[config.mk]
export PLATFORM = sky130hd
export DESIGN_NAME = ssif_cell
export DESIGN_NICKNAME = d
export VERILOG_FILES = /design/src/sv/assert_macros.svh /design/src/sv/ssif_pkg.sv /design/src/sv/ssif_cell.sv
export SDC_FILE = /design/constraint.sdc
export NUM_CORES = 1
export LEC_CHECK = 0
export ABC_AREA = 1
export BUFFER_PORTS_ARGS = -buffer_cell sky130_fd_sc_hd__buf_2
export CORE_AREA = 3 3 69 71
export CTS_CLUSTER_SIZE = 28
export DETAILED_ROUTE_END_ITERATION = 10
export DIE_AREA = 0 0 72 74
export HOLD_SLACK_MARGIN = 0.06
export PLACE_DENSITY = 0.69
export SETUP_SLACK_MARGIN = 0.4
export SKIP_LAST_GASP = 1
export SYNTH_ARGS = -nofsm -noshare
export SYNTH_HDL_FRONTEND = slang
export SYNTH_SLANG_ARGS = --single-unit
[constraint.sdc]
create_clock -name clock -period 0.8 [get_ports clock]
set_input_delay 0.08 -clock clock [delete_from_list [all_inputs] [get_ports clock]]
set_output_delay 0.08 -clock clock [all_outputs]
set_load 0.02 [all_outputs]
[src/sv/assert_macros.svh]
// assertion macros used by the top level of the segment filter
// no dependencies; synthesis builds see empty bodies

`ifndef ASSERT_MACROS_SVH
`define ASSERT_MACROS_SVH

`ifndef SYNTHESIS

// same-cycle implication, disabled during reset
`define SSIF_ASSERT_IMP(label, clk, rst, ante, cons) \
   label: assert property (@(posedge clk) disable iff (rst) (ante) |-> (cons)) \
      else $error("same-cycle check failed");

// next-cycle implication, disabled during reset
`define SSIF_ASSERT_NXT(label, clk, rst, ante, cons) \
   label: assert property (@(posedge clk) disable iff (rst) (ante) |=> (cons)) \
      else $error("next-cycle check failed");

`else

`define SSIF_ASSERT_IMP(label, clk, rst, ante, cons)
`define SSIF_ASSERT_NXT(label, clk, rst, ante, cons)

`endif

`endif

[src/sv/ssif_pkg.sv]
// types, codes and helpers of the segment set intersection filter
// no dependencies; used by the cell, the tester and the top level

`default_nettype none

package ssif_pkg;

   localparam int COORD_BITS       = 12;
   localparam int DIFF_BITS        = COORD_BITS + 1;
   localparam int PROD_BITS        = 2 * DIFF_BITS;
   localparam int MAX_SEGMENTS_DEF = 256;
   localparam int COUNT_OUT_BITS   = 9;
   localparam int TURNS            = 4;

   typedef enum logic [1:0] {
      OP_OFFER = 2'd0,
      OP_FORCE = 2'd1,
      OP_CLEAR = 2'd2
   } op_type;

   typedef enum logic [1:0] {
      S_IDLE,
      S_SCAN,
      S_DRAIN,
      S_FINISH
   } state_type;

   typedef struct packed {
      logic [1:0]            op;
      logic [COORD_BITS-1:0] start_x;
      logic [COORD_BITS-1:0] start_y;
      logic [COORD_BITS-1:0] end_x;
      logic [COORD_BITS-1:0] end_y;
   } req_type;

   typedef struct packed {
      logic                      accepted;
      logic                      crosses;
      logic                      degenerate;
      logic                      table_full;
      logic [COUNT_OUT_BITS-1:0] stored_count;
   } rsp_type;

   typedef struct packed {
      logic [COORD_BITS-1:0] ax;
      logic [COORD_BITS-1:0] ay;
      logic [COORD_BITS-1:0] bx;
      logic [COORD_BITS-1:0] by;
   } seg_type;

   // the four differences of one orientation test of p, q, r
   typedef struct packed {
      logic signed [DIFF_BITS-1:0] ry_py;
      logic signed [DIFF_BITS-1:0] qx_px;
      logic signed [DIFF_BITS-1:0] qy_py;
      logic signed [DIFF_BITS-1:0] rx_px;
   } turn_diff_type;

   // tester status toward the sequencer
   typedef struct packed {
      logic busy;
      logic hit_valid;
      logic hit_cross;
   } tst_out_type;

   function automatic logic signed [DIFF_BITS-1:0] coord_diff(
      input logic [COORD_BITS-1:0] a,
      input logic [COORD_BITS-1:0] b
   );
      logic signed [DIFF_BITS-1:0] d;
      d = $signed({1'b0, a}) - $signed({1'b0, b});
      return d;
   endfunction

   function automatic turn_diff_type turn_diffs(
      input logic [COORD_BITS-1:0] px,
      input logic [COORD_BITS-1:0] py,
      input logic [COORD_BITS-1:0] qx,
      input logic [COORD_BITS-1:0] qy,
      input logic [COORD_BITS-1:0] rx,
      input logic [COORD_BITS-1:0] ry
   );
      turn_diff_type t;
      t.ry_py = coord_diff(ry, py);
      t.qx_px = coord_diff(qx, px);
      t.qy_py = coord_diff(qy, py);
      t.rx_px = coord_diff(rx, px);
      return t;
   endfunction

endpackage

`default_nettype wire

[src/sv/ssif_cell.sv]
// one cell of the segment ring: holds one stored segment
// depends on ssif_pkg for the segment type

`default_nettype none

module ssif_cell
   import ssif_pkg::*;
(
   input  wire logic    clock,
   input  wire logic    shift_en,
   input  wire seg_type seg_prev,
   output seg_type      seg_out
);

   seg_type seg_ff;
   seg_type seg_in;

   // take the neighbor's segment on a shift, hold otherwise
   always_comb begin
      seg_in = shift_en ? seg_prev : seg_ff;
   end

   always_ff @(posedge clock) begin
      seg_ff <= seg_in;
   end

   assign seg_out = seg_ff;

endmodule

`default_nettype wire

==> out/metrics.yaml <==
sta:
  post-route-period-util_pct: 116.2
  worst_pin_slew_ns: 0.1166
  finalHoldViolations: 48
  hold_ws_ns: -0.03874
  rsz0062_at_grt: "true"
  fin_ws_ns: -0.1297
  finalSetupViolCount: 48
  relSlewSlack_pct: 92.22
  min_period_ns: 0.9297
  max_freq_mhz: 1076
  tns_ns: -4.701
  maxSlewViolCount: 0
logic_synthesis:
  synth-seq-cells: 48
  yosysTopAreaCell: "edfxtp_1"
  syn_area_sq_um: 1441
  syn_inst: 48
  synthFlopType: "edfxtp_1"
  synthTopCellsByArea: "edfxtp_1 (100%)"
  seq_area_frac_synth_pct: 100.0
  async_flop_share_pct: 0
  ys_top_cells_by_count: "edfxtp_1 (48)"
  yosysMostFrequentCell: "edfxtp_1"
  synth_edf_count: 48
  ys_warn_count: 0
  synth_cell_types: 1
  syn_nets: 98
  synth.top_cell.area_share_pct: 100.0
  syn_avg_cell_area_sq_um: 30.03
die:
  die_w_um: 72
  initial_core_util_pct: 33.57
  io-pin-count: 98
  dieArea_sq_um: 5328
  num_rows: 24
  die_height_um: 74
  core_sq_um: 4294
cells_and_area:
  fin_nets: 207
  largest_reg_flops: 48
  syn_to_final_growth_pct: 68.40
  multi_input_area_sq_um: 0
  final-seq-area_sq_um: 1441
  final_area_sq_um: 2427
  antenna_cells: 0
  final.fill_count: 338
  nMultiInputCombCells: 0
  drive_above_1_share_pct: 68.35
worst_setup_path:
  crit_cells: 1
  worst-path-buf-inv: 1
  critical_path.startpoint: "seg_out[1]$_DFFE_PP_"
  critical_path_required_ns: 0.72
  startpoint_type: "flip-flop"
  slowest_stage: "edfxtp_1"
  crit_type: "flip-flop to primary output"
  endpoint: "seg_out[1]"
  slowest_delay_ns: 0.41
  cp_cell_sequence: "buf_6"
  crit_family: "flip-flops"
  worstPathMaxFanout: 1
  worstPathArrival_ns: 0.85
  endpoint_kind: "primary output"
placed_design:
  dpl_worst_slack_ns: 0.07777
  placed_area_sq_um: 2032
  gp_congestion: 0.6655
  port-buffer-count: 97
routing:
  drt_pre_antenna_iters: 4
  wl_um: 3014
  vias_per_cell: 4.138
  drc: 0
  vias: 869
  drtIter0Drc: 22
  ant_nets: 0
  detail_route.wl_per_cell_um: 14.35
global_routing:
  grt_pass1_vias: 879
  grt_max_degree: 25
  grt_pass1_wl_um: 4209
  antenna_found_initial: 0
  grt_overflow: 0
  grt_usage_pct: 11.15
cts:
  post_cts_buffers: 0
  clkTransAtPathRegs_ns: 0.08
  cts-root-buf: "clkbuf_8"
  clock-sinks: 48
  cts_tree: "built"
  cts_buffer_depth: 2
  h-tree-depth: 2
  numCtsBuffers: 5
power:
  power_density_nw_per_um2: 2272
  finalPower_mw: 5.514
  p_leak_nw: 1.031
  p_int_mw: 4.315
  p_seq_share_pct: 55.6
  irDropWorstVdd_mv: 1.531
  clock_power_share_pct: 29.5
  switching_share_pct: 21.74
  pwr-share-comb_pct: 14.9
  p_sw_mw: 1.199
status:
  outcome: "finished, violations left"
  violations: "hold timing, setup timing"
run:
  drv_cap: 0
worst_hold_path:
  hold_start: "seg_prev[10]"
  holdCritPathClass: "primary input to flip-flop"
## cells by family (layout without fill, tap and decap cells)
group	Yosys count	after routing	share of synthesized area [%]
DFF	48	48	100.0
buffers and inverters	0	110	0
## stage by stage
stage	instances	util [%]
after global routing	210	56.53
final	210	56.53
after floorplan	48	-
after global placement	199	47.32
after detailed placement	199	47.32
after CTS	208	52.59
## cell usage in the layout (no fill, tap or decap)
master / netlist / routed
buf_12: 0 / 2
buf_16: 0 / 1
buf_2: 0 / 61
buf_6: 0 / 37
bufinv_16: 0 / 1
clkbuf_16: 0 / 1
clkbuf_8: 0 / 5
clkinv_1: 0 / 2
edfxtp_1: 48 / 48
## worst min-delay path by stage
stage                     depth (start not counted)                    end
after floorplan                                   0   seg_out[0]$_DFFE_PP_
after global placement                            1   seg_out[9]$_DFFE_PP_
after detailed placement                          1  seg_out[10]$_DFFE_PP_
after CTS                                         1  seg_out[45]$_DFFE_PP_
after global routing                              1  seg_out[25]$_DFFE_PP_
final                                             1  seg_out[10]$_DFFE_PP_
## repair_timing
item	4_1_cts	5_1_grt
setup endpoints to repair	54	84
cloned	1	2
gates resized for setup	28	46
hold endpoints to repair	48	48
## area by class of cell
class / instances / area share [%]
timing repair buffer: 102 / 33.56
sequential: 48 / 59.38
clock buffer: 5 / 2.835
tap: 52 / 2.680
clock inverter: 3 / 1.546
## layer usage
| metal | up-vias | GRT usage [%] | wire length (um) |
|---|---|---|---|
| met5 | - | 0 | 0 |
| met4 | 0 | 5.010 | 48 |
| met3 | 7 | 6.622 | 366 |
| met2 | 60 | 18.78 | 1667 |
| met1 | 389 | 11.18 | 932 |
| li1 | 413 | - | - |
## power groups by stage
stage / registers (mW) / logic [mW] / clock network [mW]
after global routing: 3.09 / 0.866 / 1.79
final: 3.06 / 0.821 / 1.63
after global placement: 3.08 / 0.619 / 0
after detailed placement: 3.08 / 0.633 / 0
after floorplan: 3.36 / 0 / 0
after CTS: 3.04 / 0.716 / 1.69
(Power assumes the default switching activity.)
