## config.mk

```make
export PLATFORM = sky130hd
export DESIGN_NAME = ssif_tester
export DESIGN_NICKNAME = d
export VERILOG_FILES = /design/src/sv/assert_macros.svh /design/src/sv/ssif_pkg.sv /design/src/sv/ssif_tester.sv
export SDC_FILE = /design/constraint.sdc
export NUM_CORES = 2
export LEC_CHECK = 0
export BUFFER_PORTS_ARGS = -buffer_cell sky130_fd_sc_hd__buf_2
export CORE_MARGIN = 4
export CORE_UTILIZATION = 45
export CTS_BUF_LIST = sky130_fd_sc_hd__clkbuf_16
export DETAILED_ROUTE_END_ITERATION = 16
export PLACE_DENSITY = 0.73
export SYNTH_ARGS = -nofsm -noshare
export SYNTH_HDL_FRONTEND = slang
export SYNTH_SLANG_ARGS = --single-unit
```

## constraint.sdc

```tcl
create_clock -name clock -period 6.18 [get_ports clock]
set_clock_uncertainty 0.15 [all_clocks]
set_input_delay 1.236 -clock clock [delete_from_list [all_inputs] [get_ports clock]]
set_output_delay 1.236 -clock clock [all_outputs]
set_load 0.1 [all_outputs]
```

## src/sv/assert_macros.svh

```systemverilog
// assertion macros used by the top level of the segment filter
// no dependencies; synthesis builds see empty bodies

`ifndef ASSERT_MACROS_SVH
`define ASSERT_MACROS_SVH

`ifndef SYNTHESIS

// same-cycle implication, disabled during reset
`define SSIF_ASSERT_IMP(label, clk, rst, ante, cons) \
   label: assert property (@(posedge clk) disable iff (rst) (ante) |-> (cons)) \
      else $error("same-cycle check failed");

// next-cycle implication, disabled during reset
`define SSIF_ASSERT_NXT(label, clk, rst, ante, cons) \
   label: assert property (@(posedge clk) disable iff (rst) (ante) |=> (cons)) \
      else $error("next-cycle check failed");

`else

`define SSIF_ASSERT_IMP(label, clk, rst, ante, cons)
`define SSIF_ASSERT_NXT(label, clk, rst, ante, cons)

`endif

`endif

```

## src/sv/ssif_pkg.sv

```systemverilog
// types, codes and helpers of the segment set intersection filter
// no dependencies; used by the cell, the tester and the top level

`default_nettype none

package ssif_pkg;

   localparam int COORD_BITS       = 12;
   localparam int DIFF_BITS        = COORD_BITS + 1;
   localparam int PROD_BITS        = 2 * DIFF_BITS;
   localparam int MAX_SEGMENTS_DEF = 256;
   localparam int COUNT_OUT_BITS   = 9;
   localparam int TURNS            = 4;

   typedef enum logic [1:0] {
      OP_OFFER = 2'd0,
      OP_FORCE = 2'd1,
      OP_CLEAR = 2'd2
   } op_type;

   typedef enum logic [1:0] {
      S_IDLE,
      S_SCAN,
      S_DRAIN,
      S_FINISH
   } state_type;

   typedef struct packed {
      logic [1:0]            op;
      logic [COORD_BITS-1:0] start_x;
      logic [COORD_BITS-1:0] start_y;
      logic [COORD_BITS-1:0] end_x;
      logic [COORD_BITS-1:0] end_y;
   } req_type;

   typedef struct packed {
      logic                      accepted;
      logic                      crosses;
      logic                      degenerate;
      logic                      table_full;
      logic [COUNT_OUT_BITS-1:0] stored_count;
   } rsp_type;

   typedef struct packed {
      logic [COORD_BITS-1:0] ax;
      logic [COORD_BITS-1:0] ay;
      logic [COORD_BITS-1:0] bx;
      logic [COORD_BITS-1:0] by;
   } seg_type;

   // the four differences of one orientation test of p, q, r
   typedef struct packed {
      logic signed [DIFF_BITS-1:0] ry_py;
      logic signed [DIFF_BITS-1:0] qx_px;
      logic signed [DIFF_BITS-1:0] qy_py;
      logic signed [DIFF_BITS-1:0] rx_px;
   } turn_diff_type;

   // tester status toward the sequencer
   typedef struct packed {
      logic busy;
      logic hit_valid;
      logic hit_cross;
   } tst_out_type;

   function automatic logic signed [DIFF_BITS-1:0] coord_diff(
      input logic [COORD_BITS-1:0] a,
      input logic [COORD_BITS-1:0] b
   );
      logic signed [DIFF_BITS-1:0] d;
      d = $signed({1'b0, a}) - $signed({1'b0, b});
      return d;
   endfunction

   function automatic turn_diff_type turn_diffs(
      input logic [COORD_BITS-1:0] px,
      input logic [COORD_BITS-1:0] py,
      input logic [COORD_BITS-1:0] qx,
      input logic [COORD_BITS-1:0] qy,
      input logic [COORD_BITS-1:0] rx,
      input logic [COORD_BITS-1:0] ry
   );
      turn_diff_type t;
      t.ry_py = coord_diff(ry, py);
      t.qx_px = coord_diff(qx, px);
      t.qy_py = coord_diff(qy, py);
      t.rx_px = coord_diff(rx, px);
      return t;
   endfunction

endpackage

`default_nettype wire

```

## src/sv/ssif_tester.sv

```systemverilog
// three-stage pipelined strict ccw crossing test of two segments
// depends on ssif_pkg for segment, difference and status types

`default_nettype none

module ssif_tester
   import ssif_pkg::*;
(
   input  wire logic    clock,
   input  wire logic    reset,
   input  wire logic    in_valid,
   input  wire seg_type seg_s,
   input  wire seg_type seg_t,
   output tst_out_type  status
);

   turn_diff_type               diff_in  [TURNS];
   turn_diff_type               diff_ff  [TURNS];
   logic signed [PROD_BITS-1:0] lhs_in   [TURNS];
   logic signed [PROD_BITS-1:0] rhs_in   [TURNS];
   logic signed [PROD_BITS-1:0] lhs_ff   [TURNS];
   logic signed [PROD_BITS-1:0] rhs_ff   [TURNS];
   logic [TURNS-1:0]            left_turn;
   logic                        cross_in;
   logic                        cross_ff;
   logic                        v1_ff;
   logic                        v2_ff;
   logic                        v3_ff;

   // stage 1: differences of the four orientation tests
   always_comb begin
      diff_in[0] = turn_diffs(seg_s.ax, seg_s.ay, seg_t.ax, seg_t.ay, seg_t.bx, seg_t.by);
      diff_in[1] = turn_diffs(seg_s.bx, seg_s.by, seg_t.ax, seg_t.ay, seg_t.bx, seg_t.by);
      diff_in[2] = turn_diffs(seg_s.ax, seg_s.ay, seg_s.bx, seg_s.by, seg_t.ax, seg_t.ay);
      diff_in[3] = turn_diffs(seg_s.ax, seg_s.ay, seg_s.bx, seg_s.by, seg_t.bx, seg_t.by);
   end

   // stage 2: cross products, one multiplier per term
   always_comb begin
      for (int i = 0; i < TURNS; i++) begin
         lhs_in[i] = diff_ff[i].ry_py * diff_ff[i].qx_px;
         rhs_in[i] = diff_ff[i].qy_py * diff_ff[i].rx_px;
      end
   end

   // stage 3: strict left turns and the crossing rule
   always_comb begin
      for (int i = 0; i < TURNS; i++) begin
         left_turn[i] = lhs_ff[i] > rhs_ff[i];
      end
      cross_in = (left_turn[0] ^ left_turn[1]) & (left_turn[2] ^ left_turn[3]);
   end

   always_ff @(posedge clock) begin
      for (int i = 0; i < TURNS; i++) begin
         diff_ff[i] <= diff_in[i];
         lhs_ff[i]  <= lhs_in[i];
         rhs_ff[i]  <= rhs_in[i];
      end
      cross_ff <= cross_in;
   end

   always_ff @(posedge clock) begin
      if (reset) begin
         v1_ff <= 1'b0;
         v2_ff <= 1'b0;
         v3_ff <= 1'b0;
      end else begin
         v1_ff <= in_valid;
         v2_ff <= v1_ff;
         v3_ff <= v2_ff;
      end
   end

   always_comb begin
      status.busy      = v1_ff | v2_ff | v3_ff;
      status.hit_valid = v3_ff;
      status.hit_cross = cross_ff;
   end

endmodule

`default_nettype wire

```

==> impl_metrics.sql <==
INSERT INTO impl_metrics (metric_group, metric, value, unit) VALUES
('route', 'viasPerCell', '5.14', ''),
('sta', 'rsz0062_at_grt', 'yes', ''),
('sta', 'setup_viol_count_final', '0', ''),
('clock_tree', 'clock_transition_time_at_the_flip_flop_clock_pins_of_the_worst_setup_and_hold_paths', '0.07', 'ns'),
('clock_tree', 'clock_root_buffer', 'sky130_fd_sc_hd__clkbuf_16', ''),
('floorplanning', 'num_rows', '138', ''),
('finish', 'drive_above_1_share', '5.91', '%'),
('floorplanning', 'die_width', '387', 'microns'),
('floorplanning', 'floorplan.initialDensity', '45.5', '%'),
('floorplanning', 'fp.coreArea', '142000', 'sq um'),
('global_routing', 'grt_overflow', '0', ''),
('status', 'run_status', 'finished clean', ''),
('place', 'dp_wirelength', '138000', 'microns'),
('finish', 'final_common_cell', 'sky130_fd_sc_hd__inv_1', ''),
('route', 'drc_errors', '0', ''),
('synth', 'syn_area', '64700', 'sq um'),
('synth', 'syn_nets', '9105', ''),
('floorplanning', 'fp.dieArea', '150000', 'sq um'),
('route', 'wire_per_inst', '18.1', 'microns'),
('worst_setup_path', 'criticalPathCategory', 'flip-flop to flip-flop', ''),
('clock_tree', 'cts_max_level', '2', ''),
('clock_tree', 'clock_insertion_delay_worst_skew', '0.66', 'ns'),
('finish', 'layout_common_cells', 'sky130_fd_sc_hd__inv_1 (1570), sky130_fd_sc_hd__fa_1 (1306), sky130_fd_sc_hd__nand2_1 (760)', ''),
('floorplanning', 'floorplan.die.height', '387', 'microns'),
('global_routing', 'antenna_found_initial', '12', ''),
('sta', 'worst_pin_slew', '1.16', 'ns'),
('sta', 'report.final.slew_viol_count', '0', ''),
('finish', 'filler_instances', '12900', ''),
('place', 'place.gp.congestion', '0.922', ''),
('sta', 'timing.slew.headroom', '21.9', '%'),
('worst_setup_path', 'startpoint_type', 'flip-flop', ''),
('route', 'detail-route-antenna-nets', '0', ''),
('clock_tree', 'cts_stage_hold_buffer_count', '0', ''),
('sta', 'period_share', '97.8', '%'),
('finish', 'nNetsFinal', '9224', ''),
('place', 'port-buffer-count', '101', ''),
('synth', 'synth_ff_type', 'sky130_fd_sc_hd__dfxtp_1', ''),
('worst_setup_path', 'crit_path_max_fanout', '14', ''),
('clock_tree', 'tritoncts_clock_tree', 'yes', ''),
('worst_setup_path', 'worst_ep_arrival_time', '6.43', 'ns'),
('sta', 'finalCriticalPeriod', '6.05', 'ns'),
('synth', 'number_of_standard_cells_after_synthesis', '6940', ''),
('place', 'pre_cts_ws', '-0.0207', 'ns'),
('route', 'detail_route.iter0.violations', '2454', ''),
('global_routing', 'first_global_vias', '50500', ''),
('sta', 'clock.fmax', '165', 'MHz'),
('synth', 'synthArstFlopShare', '0', '%'),
('synth', 'ys_ff_latch', '342', ''),
('worst_setup_path', 'setup.worst_path.end_class', 'flip-flop', ''),
('floorplanning', 'floorplan.io_pins', '102', ''),
('route', 'drtPass1Iterations', '5', ''),
('worst_hold_path', 'holdCritPathClass', 'flip-flop to flip-flop', ''),
('route', 'postRouteWirelength', '163000', 'microns'),
('route', 'vias', '46200', ''),
('clock_tree', 'cts.sink_count', '342', ''),
('sta', 'finalHoldViolCount', '0', ''),
('worst_setup_path', 'crit_required', '6.56', 'ns'),
('synth', 'syn-mean-instance-area', '9.32', 'sq um'),
('global_routing', 'grt_start_max_net_pins', '27', ''),
('global_routing', 'grt_first_pass_wirelength', '268000', 'microns'),
('global_routing', 'grt_usage', '22.3', '%'),
('synth', 'synth.yosys.warnings', '0', ''),
('synth', 'synth.distinct_cells', '76', ''),
('clock_tree', 'cts_bufs_inserted', '44', ''),
('finish', 'area_growth_syn_to_layout', '8.48', '%'),
('sta', 'setup_slack', '0.133', 'ns'),
('clock_tree', 'clock_path_buffers', '3', ''),
('synth', 'synth_enable_flop_cells', '0', ''),
('synth', 'sequential_to_total_area_share_from_yosys_stat', '10.6', '%'),
('job', 'cap_viol_max_count', '0', '');
==> what timing repair did <==
action                     in CTS  in global routing
gates cloned                    0                  0
setup endpoints to repair       4                 28
buffers inserted                0                  2
resized for setup               3                 40
pin swaps                       1                  6
==> worst paths after layout <==
path,from,to,slack [ns],cells past startpoint
worst max-delay path,diff_ff[2][28]$_DFF_P_,lhs_ff[3][25]$_DFF_P_,0.13,22
worst min-delay path,v1_ff$_SDFF_PP0_,v2_ff$_SDFF_PP0_,0.31,1
worst max register to register,diff_ff[2][28]$_DFF_P_,lhs_ff[3][25]$_DFF_P_,0.13,22
worst min register to register,v1_ff$_SDFF_PP0_,v2_ff$_SDFF_PP0_,0.31,1
==> kinds of logic (layout without fill, tap and decap cells) <==
logic type | after synthesis | count (layout) | share of synthesized area, %
fa+ha+maj | 2066 | 2066 | 55.1
buf+inv | 1783 | 1934 | 10.4
xor+xnor | 286 | 286 | 3.87
simple gates | 1930 | 1930 | 14.6
other cells | 0 | 13 | 0
compound gates | 533 | 533 | 5.50
flops | 342 | 342 | 10.6
==> Yosys cell counts, drive strengths merged, types with 6 or more instances <==
library cell / instances / area (sq um)
a211oi: 13 / 103
a211o: 14 / 123
a21o: 74 / 558
and3: 14 / 90.1
a21oi: 118 / 591
or3: 12 / 75.1
o41ai: 12 / 120
nor2b: 48 / 308
nor3: 42 / 210
and2: 612 / 3830
dfxtp: 342 / 6850
xnor2: 232 / 2030
a21boi: 39 / 293
inv: 1564 / 5870
nor2: 278 / 1050
o31a: 7 / 61.3
nand2b: 68 / 425
clkbuf: 213 / 800
a31oi: 14 / 93.8
o21a: 28 / 210
a311oi: 10 / 87.6
o21ai: 127 / 639
o31ai: 8 / 60.1
xor2: 54 / 473
or2: 9 / 56.3
nand4: 21 / 131
o211ai: 7 / 52.6
a41o: 13 / 130
nor4: 12 / 81.3
ha: 760 / 9510
o21bai: 11 / 82.6
o2111ai: 6 / 58.8
nand3: 42 / 210
nand2: 760 / 2850
fa: 1306 / 26100
==> registers in the layout, indices dropped and copies added (netlist names) <==
| register | cells |
|---|---|
| diff_ff | 130 |
| lhs_ff | 104 |
| v3_ff | 1 |
| v1_ff | 1 |
| v2_ff | 1 |
| cross_ff | 1 |
| rhs_ff | 104 |
==> cell type report <==
type | instances | area, sq um | area share, %
multi-input combinational | 4815 | 51200 | 73.0
sequential | 342 | 6880 | 9.80
inverter | 1566 | 5880 | 8.38
timing repair buffer | 290 | 2370 | 3.38
tap | 1890 | 2360 | 3.37
clock buffer | 44 | 1100 | 1.57
clock inverter | 34 | 315 | 0.449
antenna | 13 | 32.5 | 0.0464
==> layer usage <==
metal  routed length (microns)  GRT usage (%)  up-vias
li1                          -              -    21100
met3                      9580           3.49      363
met2                     79400           38.2     1396
met1                     63700           27.5    23300
met4                     10000           11.2       12
met5                        79              0        -
==> worst max-delay path, cell delays in order, from the launching register on <==
cell	delay [ns]
sky130_fd_sc_hd__dfxtp_2	0.40
sky130_fd_sc_hd__buf_4	0.23
sky130_fd_sc_hd__and2_1	0.18
sky130_fd_sc_hd__fa_1	0.50
sky130_fd_sc_hd__inv_1	0.05
sky130_fd_sc_hd__fa_1	0.47
sky130_fd_sc_hd__inv_1	0.05
sky130_fd_sc_hd__fa_1	0.50
sky130_fd_sc_hd__inv_1	0.06
sky130_fd_sc_hd__fa_1	0.53
sky130_fd_sc_hd__inv_1	0.05
sky130_fd_sc_hd__fa_1	0.43
sky130_fd_sc_hd__ha_1	0.29
sky130_fd_sc_hd__ha_1	0.33
sky130_fd_sc_hd__o21a_1	0.20
sky130_fd_sc_hd__o31a_1	0.13
sky130_fd_sc_hd__o211ai_1	0.26
sky130_fd_sc_hd__a21oi_2	0.12
sky130_fd_sc_hd__nor2_1	0.17
sky130_fd_sc_hd__a31oi_2	0.13
sky130_fd_sc_hd__a41oi_2	0.28
sky130_fd_sc_hd__a21oi_1	0.11
sky130_fd_sc_hd__xnor2_1	0.30
==> stage by stage <==
stage / hold slack [ns] / utilization (%) / cells / TNS [ns] / area, sq um
floorplan: 0.281 / - / 6940 / 0 / 64700
global placement: 0.294 / 48.3 / 8901 / -0.00120 / 68600
detailed placement: 0.303 / 48.3 / 8901 / -0.0541 / 68600
CTS: 0.319 / 49.3 / 8979 / 0 / 70000
global route: 0.333 / 49.4 / 8991 / -0.161 / 70200
finish: 0.312 / 49.4 / 8994 / 0 / 70200
Power is left out: the tool's default activity adds up to more than one toggle a clock period on the data nets, which glitch-free logic cannot reach.
